--- src/rtl/core/assert_macros.svh ---
// ----------------------------------------------------------------------------
// assert_macros: assertion shorthands for the octree level builder
// concurrent checks sampled on the rising clock, disabled during reset
// ----------------------------------------------------------------------------
`ifndef ASSERT_MACROS_SVH
`define ASSERT_MACROS_SVH

// same-cycle implication
`define OBL_ASSERT_IMPL(label, clk, rst_n, ante, cons) \
    label: assert property (@(posedge clk) disable iff (!rst_n) (ante) |-> (cons)) \
        else $error("octree level builder check failed");

// next-cycle implication
`define OBL_ASSERT_NEXT(label, clk, rst_n, ante, cons) \
    label: assert property (@(posedge clk) disable iff (!rst_n) (ante) |=> (cons)) \
        else $error("octree level builder check failed");

`endif

--- src/rtl/core/obl_pkg.sv ---
// ----------------------------------------------------------------------------
// obl_pkg
// shared types and constants of the octree level builder
// ----------------------------------------------------------------------------
`default_nettype none

package obl_pkg;

    localparam int SLOT_BITS   = 3;
    localparam int CHILD_SLOTS = 8;
    localparam int CODE_W      = 30;
    localparam int NODE_W      = 27;
    localparam int ADDR_W      = 32;
    localparam int CNT_W       = 4;
    localparam int IN_DATA_W   = 64;
    localparam int OUT_FIELD_W = 108;
    localparam int OUT_DATA_W  = 112;

    localparam logic [CHILD_SLOTS-1:0] FULL_MASK = 8'hFF;

    localparam logic KIND_PARENT = 1'b0;
    localparam logic KIND_WORD   = 1'b1;

    typedef enum logic [2:0] {
        ST_IDLE,
        ST_DECIDE,
        ST_ABSORB,
        ST_CLOSE_HDR,
        ST_CLOSE_WORD
    } ctrl_state_t;

    typedef struct packed {
        logic load_in;
        logic absorb;
        logic emit_hdr;
        logic emit_word;
        logic set_last;
    } dp_cmd_t;

    typedef struct packed {
        logic group_change;
        logic item_last;
        logic hdr_final;
        logic word_final;
        logic out_free;
    } dp_status_t;

endpackage

`default_nettype wire

--- src/rtl/core/obl_ctrl.sv ---
// ----------------------------------------------------------------------------
// obl_ctrl
// sequencer: takes one item, closes the open group on a parent change,
// merges the child, closes again at the end of the pass
// ----------------------------------------------------------------------------
`default_nettype none

module obl_ctrl
    import obl_pkg::*;
(
    input  wire logic       clk,
    input  wire logic       rst_n,
    input  wire logic       s_tvalid,
    output logic            s_tready,
    input  wire dp_status_t status,
    output dp_cmd_t         cmd
);

    ctrl_state_t state_reg, state_next;
    logic        end_phase_reg, end_phase_next;

    always_ff @(posedge clk or negedge rst_n)
    begin
        if (!rst_n)
        begin
            state_reg     <= ST_IDLE;
            end_phase_reg <= 1'b0;
        end
        else
        begin
            state_reg     <= state_next;
            end_phase_reg <= end_phase_next;
        end
    end

    always_comb
    begin
        state_next     = state_reg;
        end_phase_next = end_phase_reg;
        cmd            = '0;
        s_tready       = 1'b0;
        unique case (state_reg)
            ST_IDLE:
            begin
                s_tready = 1'b1;
                if (s_tvalid)
                begin
                    cmd.load_in = 1'b1;
                    state_next  = ST_DECIDE;
                end
            end
            ST_DECIDE, ST_ABSORB:
            begin
                if (state_reg == ST_DECIDE && status.group_change)
                begin
                    end_phase_next = 1'b0;
                    state_next     = ST_CLOSE_HDR;
                end
                else
                begin
                    cmd.absorb = 1'b1;
                    if (status.item_last)
                    begin
                        end_phase_next = 1'b1;
                        state_next     = ST_CLOSE_HDR;
                    end
                    else
                    begin
                        state_next = ST_IDLE;
                    end
                end
            end
            ST_CLOSE_HDR:
            begin
                if (status.out_free)
                begin
                    cmd.emit_hdr = 1'b1;
                    cmd.set_last = status.hdr_final && (end_phase_reg || !status.item_last);
                    if (status.hdr_final)
                        state_next = end_phase_reg ? ST_IDLE : ST_ABSORB;
                    else
                        state_next = ST_CLOSE_WORD;
                end
            end
            ST_CLOSE_WORD:
            begin
                if (status.out_free)
                begin
                    cmd.emit_word = 1'b1;
                    cmd.set_last  = status.word_final && (end_phase_reg || !status.item_last);
                    if (status.word_final)
                        state_next = end_phase_reg ? ST_IDLE : ST_ABSORB;
                end
            end
            default:
            begin
                state_next = ST_IDLE;
            end
        endcase
    end

endmodule

`default_nettype wire

--- src/rtl/core/obl_dp.sv ---
// ----------------------------------------------------------------------------
// obl_dp
// group registers, inner offset store, allocator and output register
// ----------------------------------------------------------------------------
`default_nettype none
`include "assert_macros.svh"

module obl_dp
    import obl_pkg::*;
#(
    parameter int MAX_LEVELS = 10
)
(
    input  wire logic                     clk,
    input  wire logic                     rst_n,
    input  wire logic                     cfg_we,
    input  wire logic                     cfg_wdata,
    input  wire logic [CODE_W-1:0]        in_code,
    input  wire logic                     in_leaf,
    input  wire logic [ADDR_W-1:0]        in_offset,
    input  wire logic                     in_last,
    input  wire dp_cmd_t                  cmd,
    output dp_status_t                    status,
    input  wire logic                     m_tready,
    output logic                          m_tvalid,
    output logic                          m_tlast,
    output logic                          m_kind,
    output logic [OUT_FIELD_W-1:0]        m_fields
);

    localparam int CODE_BITS   = SLOT_BITS * MAX_LEVELS;
    localparam int PARENT_BITS = CODE_BITS - SLOT_BITS;

    logic                   top_level_reg;
    logic [PARENT_BITS-1:0] in_parent_reg;
    logic [SLOT_BITS-1:0]   in_slot_reg;
    logic                   in_leaf_reg;
    logic [ADDR_W-1:0]      in_offset_reg;
    logic                   in_last_reg;

    logic                   group_open_reg, group_open_next;
    logic [PARENT_BITS-1:0] group_code_reg, group_code_next;
    logic [CHILD_SLOTS-1:0] group_valid_reg, group_valid_next;
    logic [CHILD_SLOTS-1:0] group_leaf_reg, group_leaf_next;
    logic [CNT_W-1:0]       inner_count_reg, inner_count_next;
    logic [SLOT_BITS-1:0]   word_idx_reg, word_idx_next;
    logic [ADDR_W-1:0]      next_free_reg, next_free_next;
    logic [ADDR_W-1:0]      inner_offsets_reg [CHILD_SLOTS];

    logic                   out_valid_reg, out_valid_next;
    logic                   out_last_reg;
    logic                   out_kind_reg;
    logic [OUT_FIELD_W-1:0] out_data_reg;

    logic [CHILD_SLOTS-1:0] slot_bit;
    logic                   collapse;
    logic                   hdr_final;
    logic                   word_final;
    logic                   out_free;
    logic                   closing;
    logic                   store_offset;
    logic [NODE_W-1:0]      node_code;
    logic [ADDR_W-1:0]      cur_word;

    assign slot_bit   = CHILD_SLOTS'(1) << in_slot_reg;
    assign collapse   = ((group_valid_reg & group_leaf_reg) == FULL_MASK) && !top_level_reg;
    assign hdr_final  = collapse || (inner_count_reg == '0);
    assign word_final = (CNT_W'(word_idx_reg) + CNT_W'(1)) == inner_count_reg;
    assign out_free   = !out_valid_reg || m_tready;
    assign closing    = (cmd.emit_hdr && hdr_final) || (cmd.emit_word && word_final);
    assign node_code  = NODE_W'(group_code_reg);
    assign cur_word   = inner_offsets_reg[word_idx_reg];

    assign store_offset = cmd.absorb && ((group_valid_reg & slot_bit) == '0)
                          && !in_leaf_reg && (inner_count_reg < CNT_W'(CHILD_SLOTS));

    assign status.group_change = group_open_reg && (in_parent_reg != group_code_reg);
    assign status.item_last    = in_last_reg;
    assign status.hdr_final    = hdr_final;
    assign status.word_final   = word_final;
    assign status.out_free     = out_free;

    assign m_tvalid = out_valid_reg;
    assign m_tlast  = out_last_reg;
    assign m_kind   = out_kind_reg;
    assign m_fields = out_data_reg;

    always_comb
    begin
        group_open_next  = group_open_reg;
        group_code_next  = group_code_reg;
        group_valid_next = group_valid_reg;
        group_leaf_next  = group_leaf_reg;
        inner_count_next = inner_count_reg;
        word_idx_next    = word_idx_reg;
        next_free_next   = next_free_reg;

        if (cmd.absorb)
        begin
            if (!group_open_reg)
            begin
                group_open_next = 1'b1;
                group_code_next = in_parent_reg;
            end
            // a repeated slot is dropped
            if ((group_valid_reg & slot_bit) == '0)
            begin
                group_valid_next = group_valid_reg | slot_bit;
                if (in_leaf_reg)
                    group_leaf_next = group_leaf_reg | slot_bit;
                else if (store_offset)
                    inner_count_next = inner_count_reg + CNT_W'(1);
            end
        end

        if (cmd.emit_hdr && !collapse)
            next_free_next = next_free_reg + ADDR_W'(1);

        if (cmd.emit_word)
        begin
            next_free_next = next_free_reg + ADDR_W'(1);
            word_idx_next  = word_idx_reg + SLOT_BITS'(1);
        end

        if (closing)
        begin
            group_open_next  = 1'b0;
            group_valid_next = '0;
            group_leaf_next  = '0;
            inner_count_next = '0;
            word_idx_next    = '0;
        end

        if (cmd.emit_hdr || cmd.emit_word)
            out_valid_next = 1'b1;
        else if (m_tready)
            out_valid_next = 1'b0;
        else
            out_valid_next = out_valid_reg;
    end

    always_ff @(posedge clk or negedge rst_n)
    begin
        if (!rst_n)
        begin
            top_level_reg   <= 1'b0;
            group_open_reg  <= 1'b0;
            group_code_reg  <= '0;
            group_valid_reg <= '0;
            group_leaf_reg  <= '0;
            inner_count_reg <= '0;
            word_idx_reg    <= '0;
            next_free_reg   <= '0;
            out_valid_reg   <= 1'b0;
        end
        else
        begin
            if (cfg_we)
                top_level_reg <= cfg_wdata;
            group_open_reg  <= group_open_next;
            group_code_reg  <= group_code_next;
            group_valid_reg <= group_valid_next;
            group_leaf_reg  <= group_leaf_next;
            inner_count_reg <= inner_count_next;
            word_idx_reg    <= word_idx_next;
            next_free_reg   <= next_free_next;
            out_valid_reg   <= out_valid_next;
        end
    end

    // payload registers, no reset
    always_ff @(posedge clk)
    begin
        if (cmd.load_in)
        begin
            in_parent_reg <= in_code[CODE_BITS-1:SLOT_BITS];
            in_slot_reg   <= in_code[SLOT_BITS-1:0];
            in_leaf_reg   <= in_leaf;
            in_offset_reg <= in_offset;
            in_last_reg   <= in_last;
        end
        if (store_offset)
            inner_offsets_reg[inner_count_reg[SLOT_BITS-1:0]] <= in_offset_reg;
        if (cmd.emit_hdr)
        begin
            out_kind_reg <= KIND_PARENT;
            out_last_reg <= cmd.set_last;
            // fields low to high: node_code, collapsed, address, valid, leaf, word
            out_data_reg <= {ADDR_W'(0), group_leaf_reg, group_valid_reg,
                             (collapse ? ADDR_W'(0) : next_free_reg), collapse, node_code};
        end
        else if (cmd.emit_word)
        begin
            out_kind_reg <= KIND_WORD;
            out_last_reg <= cmd.set_last;
            out_data_reg <= {cur_word, group_leaf_reg, group_valid_reg,
                             next_free_reg, 1'b0, node_code};
        end
    end

    `OBL_ASSERT_IMPL(a_leaf_within_valid, clk, rst_n, 1'b1,
                     (group_leaf_reg & ~group_valid_reg) == '0)
    `OBL_ASSERT_IMPL(a_inner_count_matches, clk, rst_n, 1'b1,
                     $countones(group_valid_reg & ~group_leaf_reg) == int'(inner_count_reg))
    `OBL_ASSERT_NEXT(a_close_clears_group, clk, rst_n, closing,
                     !group_open_reg && group_valid_reg == '0 && out_valid_reg)
    `OBL_ASSERT_IMPL(a_emit_needs_room, clk, rst_n, cmd.emit_hdr || cmd.emit_word, out_free)

endmodule

`default_nettype wire

--- src/rtl/core/octree_level_builder_core.sv ---
// ----------------------------------------------------------------------------
// octree_level_builder_core
// one bottom-up pass of a sparse voxel octree build over morton-sorted children
// ----------------------------------------------------------------------------
// a child that closes nothing is taken in ST_IDLE and merged in ST_DECIDE
// a closing group emits its header, then one word per inner child,
//   then ST_ABSORB merges the child when a parent change closed the group,
//   with stalls while the output register is held by m_tready
// input: s_tready is high only in idle; no item is taken before the last is done
// reset: asynchronous active-low, clears group state, allocator and top_level
`default_nettype none

module octree_level_builder_core
    import obl_pkg::*;
#(
    parameter int MAX_LEVELS = 10
)
(
    input  wire logic                  clk,
    input  wire logic                  rst_n,
    input  wire logic                  cfg_we,
    input  wire logic                  cfg_wdata,   // top_level
    input  wire logic                  s_tvalid,
    output logic                       s_tready,
    input  wire logic [IN_DATA_W-1:0]  s_tdata,     // child_code, child_offset
    input  wire logic                  s_tuser,     // child_is_leaf
    input  wire logic                  s_tlast,     // last_of_level
    output logic                       m_tvalid,
    input  wire logic                  m_tready,
    output logic [OUT_DATA_W-1:0]      m_tdata,     // node_code, collapsed, address,
                                                    // valid_bits, leaf_bits, child_word
    output logic                       m_tuser,     // kind
    output logic                       m_tlast      // last
);

    dp_cmd_t                cmd;
    dp_status_t             status;
    logic [OUT_FIELD_W-1:0] out_fields;

    obl_ctrl u_ctrl (
        .clk      (clk),
        .rst_n    (rst_n),
        .s_tvalid (s_tvalid),
        .s_tready (s_tready),
        .status   (status),
        .cmd      (cmd)
    );

    obl_dp #(
        .MAX_LEVELS (MAX_LEVELS)
    ) u_dp (
        .clk       (clk),
        .rst_n     (rst_n),
        .cfg_we    (cfg_we),
        .cfg_wdata (cfg_wdata),
        .in_code   (s_tdata[CODE_W-1:0]),
        .in_leaf   (s_tuser),
        .in_offset (s_tdata[CODE_W+ADDR_W-1:CODE_W]),
        .in_last   (s_tlast),
        .cmd       (cmd),
        .status    (status),
        .m_tready  (m_tready),
        .m_tvalid  (m_tvalid),
        .m_tlast   (m_tlast),
        .m_kind    (m_tuser),
        .m_fields  (out_fields)
    );

    assign m_tdata = OUT_DATA_W'(out_fields);

endmodule

`default_nettype wire
--- config.mk ---
export PLATFORM = sky130hd
export DESIGN_NAME = octree_level_builder_core
export DESIGN_NICKNAME = d
export VERILOG_FILES = /design/src/rtl/core/obl_pkg.sv /design/src/rtl/core/obl_ctrl.sv /design/src/rtl/core/obl_dp.sv /design/src/rtl/core/octree_level_builder_core.sv
export VERILOG_INCLUDE_DIRS = /design/src /design/src/rtl/core
export SDC_FILE = /design/constraint.sdc
export NUM_CORES = 1
export LEC_CHECK = 0
export BUFFER_PORTS_ARGS = -buffer_cell sky130_fd_sc_hd__buf_2
export CORE_ASPECT_RATIO = 1.5
export CORE_MARGIN = 4
export CORE_UTILIZATION = 63
export CTS_CLUSTER_SIZE = 16
export DETAILED_ROUTE_END_ITERATION = 8
export GPL_TIMING_DRIVEN = 1
export PLACE_DENSITY = 0.84
export REMOVE_ABC_BUFFERS = 1
export SYNTH_ARGS = -nofsm -noshare
export SYNTH_HDL_FRONTEND = slang
export SYNTH_SLANG_ARGS = --single-unit
--- constraint.sdc ---
create_clock -name clk -period 8.3 [get_ports clk]
set_clock_uncertainty 0.05 [all_clocks]
set_input_delay 0.83 -clock clk [delete_from_list [all_inputs] [get_ports clk]]
set_output_delay 0.83 -clock clk [all_outputs]
set_load 0.005 [all_outputs]
# [Word-level counts from Yosys, hierarchy flattened]
# Memory sizes are Yosys's and may differ from the RTL's. A register that Yosys moved wholly into a read port is not among the register bits.
# Index checks and enable logic that the tools add are counted.
[classes] addsub=4 n_mul=0 n_div=0 magnitude_cmp=1 n_eq_ne=12 shift=1 n_mux=49 bitwise_logic=5 n_reduce_logical=40
[ops] operator="$mux W76" n=2
[ops] operator="$mux W32" n=3
[ops] operator="$mux W8" n=7
[ops] operator="$add A32 B1 Y32 const B" n=1
[ops] operator="$ne A27 B27 Y1" n=1
[ops] operator="$mux W3" n=7
[ops] operator="$mux W4" n=5
[ops] operator="$mux W1" n=19
[ops] operator="$reduce_bool A2 Y1" n=9
[ops] operator="$and A8 B8 Y8" n=2
[ops] operator="$or A8 B8 Y8" n=2
[ops] operator="$pmux W3 S4" n=1
[ops] operator="$logic_and A1 B1 Y1" n=11
[ops] operator="$eq A8 B8 Y1 const B" n=1
[ops] operator="$logic_not A8 Y1" n=1
[ops] operator="$mux W2" n=4
[ops] operator="$reduce_and A4 Y1" n=2
[ops] operator="$shl A1 B3 Y8 const A" n=1
[ops] operator="$eq A3 B2 Y1 const B" n=2
[ops] operator="$ne A2 B1 Y1 const B" n=3
[ops] operator="$reduce_and A2 Y1" n=3
[ops] operator="$logic_not A1 Y1" n=5
[ops] operator="$logic_or A1 B1 Y1" n=5
[ops] operator="$add A3 B1 Y4 const B" n=1
[ops] operator="13 further kinds" n=14
[word_totals] regBits=231 latchBits=0 mem_bits_rw=256 mem_bits_ro=0 in_bits=72 output_inout_bits=116 word_cells=132 n_memories=1
[mem_list] name="u_dp.inner_offsets_reg" words=8 width=32 rd=1 rd_ports_with_merged_regs=1 write_ports=1 line_no="obl_dp.sv:48" text="logic [ADDR_W-1:0] inner_offsets_reg [CHILD_SLOTS];"

# [Depth between registers and ports, before layout]
[depth] ltp_word=13 ltp_mapped=8

# [By module]
# Synthesis repeated with hierarchy kept, for this count alone.
[hier_totals] cells_unflattened=1085 area_unflattened_um2=19616.3
[by_module_without_submodules] mod="obl_dp" instances=1 cells_per_inst=1042 area_each_um2=19271.0 seq_area_each_um2=14709.1
[by_module_without_submodules] mod="obl_ctrl" instances=1 cells_per_inst=38 area_each_um2=311.5 seq_area_each_um2=100.1
[by_module_without_submodules] mod="octree_level_builder_core" instances=1 cells_per_inst=5 area_each_um2=33.8 seq_area_each_um2=0.0

# [Least setup slack after synthesis]
# No wires, ideal clock.
[synth_path] path_type="flip-flop to flip-flop" startpoint="register u_dp.group_code_reg[9]" endpoint="memory u_dp.inner_offsets_reg[4][0] (enable)" setup_ns=0.502 arrival_ns=4.534 setup_slack_ns=3.214 path_stages_with_launch=9 path_buffers=2 cell_sequence="dfrtp_1 > xnor2_1 > nand4_1 > nor4_2 > a31o_2 > buf_4 > nand2_2 > buf_6 > nor4_1"
[synth_via] elab_chain_cells=10
[synth_lines] item="start: declaration" line_no="obl_dp.sv:42" text="logic [PARENT_BITS-1:0] group_code_reg, group_code_next;"
[synth_lines] item="start signal: assignment" line_no="obl_dp.sv:161" text="group_code_reg <= group_code_next;"
[synth_lines] item="$ne A27 B27 Y1" line_no="obl_dp.sv:77" text="assign status.group_change = group_open_reg && (in_parent_reg != group_code_reg);"
[synth_lines] item="$logic_and A1 B1 Y1" line_no="obl_dp.sv:77"
[synth_lines] item="$logic_and A1 B1 Y1" line_no="obl_ctrl.sv:54" text="if (state_reg == ST_DECIDE && status.group_change)"
[synth_lines] item="$mux W1" line_no="obl_ctrl.sv:54"
[synth_lines] item="$mux W1" line_no="obl_ctrl.sv:42" text="unique case (state_reg)"
[synth_lines] item="$logic_and A1 B1 Y1" line_no="obl_dp.sv:74" text="assign store_offset = cmd.absorb && ((group_valid_reg & slot_bit) == '0)"
[synth_lines] item="$logic_and A1 B1 Y1 (2 in series)" line_no="obl_dp.sv:75" text="&& !in_leaf_reg && (inner_count_reg < CNT_W'(CHILD_SLOTS));"
[synth_lines] item="$mux W1" line_no="obl_dp.sv:182" text="if (store_offset)"
[synth_lines] item="$mux W1 (not written as such)" line_no="obl_dp.sv:183" text="inner_offsets_reg[inner_count_reg[SLOT_BITS-1:0]] <= in_offset_reg;"
[synth_lines] item="end: declaration" line_no="obl_dp.sv:48"
# Every way passes these cells.

# [Worst setup path after layout]
[layout_path] startpoint="register u_dp.in_slot_reg[0]" endpoint="memory u_dp.inner_offsets_reg[2][4] (enable)"
[layout_via] elab_chain_cells=8
[layout_lines] item="start: declaration" line_no="obl_dp.sv:36" text="logic [SLOT_BITS-1:0] in_slot_reg;"
[layout_lines] item="start signal: assignment" line_no="obl_dp.sv:177" text="in_slot_reg <= in_code[SLOT_BITS-1:0];"
[layout_lines] item="$shl A1 B3 Y8" line_no="obl_dp.sv:65" text="assign slot_bit = CHILD_SLOTS'(1) << in_slot_reg;"
[layout_lines] item="$and A8 B8 Y8" line_no="obl_dp.sv:74"
[layout_lines] item="$logic_not A8 Y1" line_no="obl_dp.sv:74"
[layout_lines] item="$logic_and A1 B1 Y1" line_no="obl_dp.sv:74"
[layout_lines] item="$logic_and A1 B1 Y1 (2 in series)" line_no="obl_dp.sv:75"
[layout_lines] item="$mux W1" line_no="obl_dp.sv:182"
[layout_lines] item="$mux W1 (not written as such)" line_no="obl_dp.sv:183"
# Every way passes these cells.

==> qor.csv <==
metric;value;unit
Placer Congestion;0.855;
Area after DPL;21000;um^2
Initial Util;0.636;
Synth warnings;0;
clk sinks;519;
Crit path max-delay family;simple AND/OR/NAND/NOR gates;
vias in the first global route;11000;
Clk pin slew, worst setup/hold paths;0.06;ns
Async S/R FF share, synth;0.171;
drt drc;0;
outcome;completed;
IO Pins;188;
Pwr Density;328;nW/um^2
commonest non-fill, non-tap cell in the layout;edfxtp_1;
syn_area_per_cell;18.0;um^2
CTS tree;built;
final worst-path cycle share;0.460;
number of flops mapped to enable cells by yosys;397;
Worst IR Drop VDD;0.000206;V
Setup TNS;0;ns
DP HPWL;22.6;mm
CP bufs+invs;1;
core area;30900;um^2
maxcap violations;0;
largest net degree at the start of global routing;78;
r2r setup slk;4.48;ns
Final Hold Fails;0;
maximum clock rate;262;MHz
Final Cell Area;22500;um^2
Arr. time, crit path;3.94;ns
initial antenna violation count;4;
crit path cell chain;mux2_2 -> nand2_1 -> nand3_1 -> a21oi_1 -> nand2_2 -> nor4_2 -> buf_4;
Critical Path Start Type;flop;
Worst path slowest cell;a21oi_1;
DRT iter0 DRCs;726;
H-tree Lvls;2;
Syn Std Cell Area;19700;um^2
DR vias/cell;5.98;
die area;34200;um^2
Crit path depth;7;
area added between synthesis and finish;14.4;%
WL/cell;23.0;um
flops & latches, synth;519;
fin. max-slew vios;0;
total vias in the final route;10300;
sequential share of the synthesized area;0.753;
Final ANT Viol Nets;0;
Worst Setup End Kind;flop;
leakage power;8.15;nW
actual slew at the worst max-slew pin;1.08;ns
Setup Fix Bufs, Post-CTS;0;
hold buffers post-CTS;0;
width of the die;152;um
Worst Hold Class;in2async;
Std-Cell Rows;79;
WP data required;8.42;ns
root buf cell;clkbuf_16;
worst r2r path cells;7;
Crit Path Class;reg2reg;
unrepaired setup endpoints after global routing;no;
Routed WL;39.6;mm
cell count after synthesis;1090;
fraction of layout cells with a size suffix above 1;0.301;
top_reg_cell synth;edfxtp_1;
Max-slew headroom;0.283;
CP Max Fanout;32;
Slowest Stage Delay on Critical Path;0.87;ns
Netlist cell types;62;
nets;1360;
crit path from;u_dp.in_slot_reg[0];
post-CTS sizing;0;
Synth top area share;0.606;
DR pass1 iterations;5;
TritonCTS buffer count;45;
Port Buffers;181;
Die Ht;224;um
commonest cells after routing, fill and taps aside;397 x edfxtp_1, 180 x buf_2, 86 x dfrtp_1;
largest area contributor in the netlist;edfxtp_1;
Area contributors post-synth;edfxtp_1 61%, dfrtp_1 11%, mux4_2 7.3%;
Tot GR Track Use;0.235;
FF-to-FF End;u_dp.inner_offsets_reg[2][4];
GRT overflow;0;
Largest register FFs;256;
Final setup viols;0;
reg-to-reg startpoint;u_dp.in_slot_reg[0];
first-pass GRT wire length;62.1;mm
clk buf depth;3;
clk_lat worst skew;0.54;ns
fin crit period;3.82;ns
==> metal layers <==
layer	wire, um	vias to the layer above	track usage
li1	-	4549	-
met1	14800	5328	0.293
met2	21700	363	0.425
met3	2180	74	0.0425
met4	956	4	0.0696
met5	27	-	0
==> through the flow <==
stage | std cells | worst slack [ns] | hold WS [ns] | power (W) | utilization
after floorplan | 1041 | 2.72 | 0.384 | 0.00472 | -
after global placement | 1642 | 4.79 | 0.378 | 0.00522 | 0.678
after detailed placement | 1642 | 4.65 | 0.389 | 0.00530 | 0.678
after CTS | 1723 | 4.50 | 0.0859 | 0.00745 | 0.727
after global routing | 1724 | 4.33 | 0.102 | 0.00774 | 0.727
final | 1725 | 4.48 | 0.108 | 0.00738 | 0.727
==> cell usage after synthesis (2+ instances only) <==
cell / instances
nor3_2: 3
mux2_2: 30
ha_1: 4
a31oi_1: 13
or3_1: 2
clkbuf_1: 13
buf_4: 15
and3_1: 11
and4_1: 2
buf_1: 7
a211oi_1: 2
dfxtp_1: 33
o31ai_1: 3
inv_1: 7
edfxtp_1: 397
o32ai_1: 3
xor2_1: 17
nand3b_1: 3
a31o_2: 4
nor3b_1: 2
dfrtp_1: 89
buf_6: 3
o31a_1: 2
a21oi_1: 3
mux4_2: 64
nor2_1: 38
nand3_1: 24
xnor2_1: 47
nand2b_1: 5
nor2_2: 3
o21ai_0: 37
nand4_1: 13
and2_1: 35
nor4_1: 8
nand4_2: 2
buf_2: 14
nor2b_1: 3
nor3_1: 14
nand2_1: 59
mux2i_1: 34
==> logic make-up (layout without fill, tap and decap cells) <==
group           after synthesis  in the layout  synth area share
fa+ha+maj                     4              4           0.00254
xor+xnor                     64             64            0.0285
flops                       519            519             0.753
other cells                   1              6          0.000191
mux                         128            128             0.108
simple gates                238            238            0.0652
buf+inv                      59            284            0.0162
compound gates               77             77            0.0268
==> worst max-delay path by stage <==
stage,endpoint,slack [ns]
after floorplan,u_dp.inner_offsets_reg[4][0],2.72
after global routing,u_dp.inner_offsets_reg[2][20],4.33
after global placement,u_dp.inner_offsets_reg[0][17],4.79
after CTS,u_dp.inner_offsets_reg[2][16],4.50
after detailed placement,u_dp.inner_offsets_reg[2][5],4.65
final,u_dp.inner_offsets_reg[2][4],4.48
==> layout make-up <==
class | count | area (um^2)
diodes | 2 | 5.00
clock buffers | 64 | 1300
clock inverters | 17 | 208
fillers | 1824 | 8440
inverters | 7 | 27.5
multi-input cells | 515 | 4610
flip-flops and latches | 519 | 14800
well taps | 405 | 507
repair buffers | 196 | 1020
==> power by group <==
group	internal, W	switching [W]	leakage (nW)
Combinational	0.000717	0.000847	2.39
Clock	0.00124	0.000876	0.750
Sequential	0.00333	0.000368	5.00
Note: power is estimated with default switching activity, not from simulation.
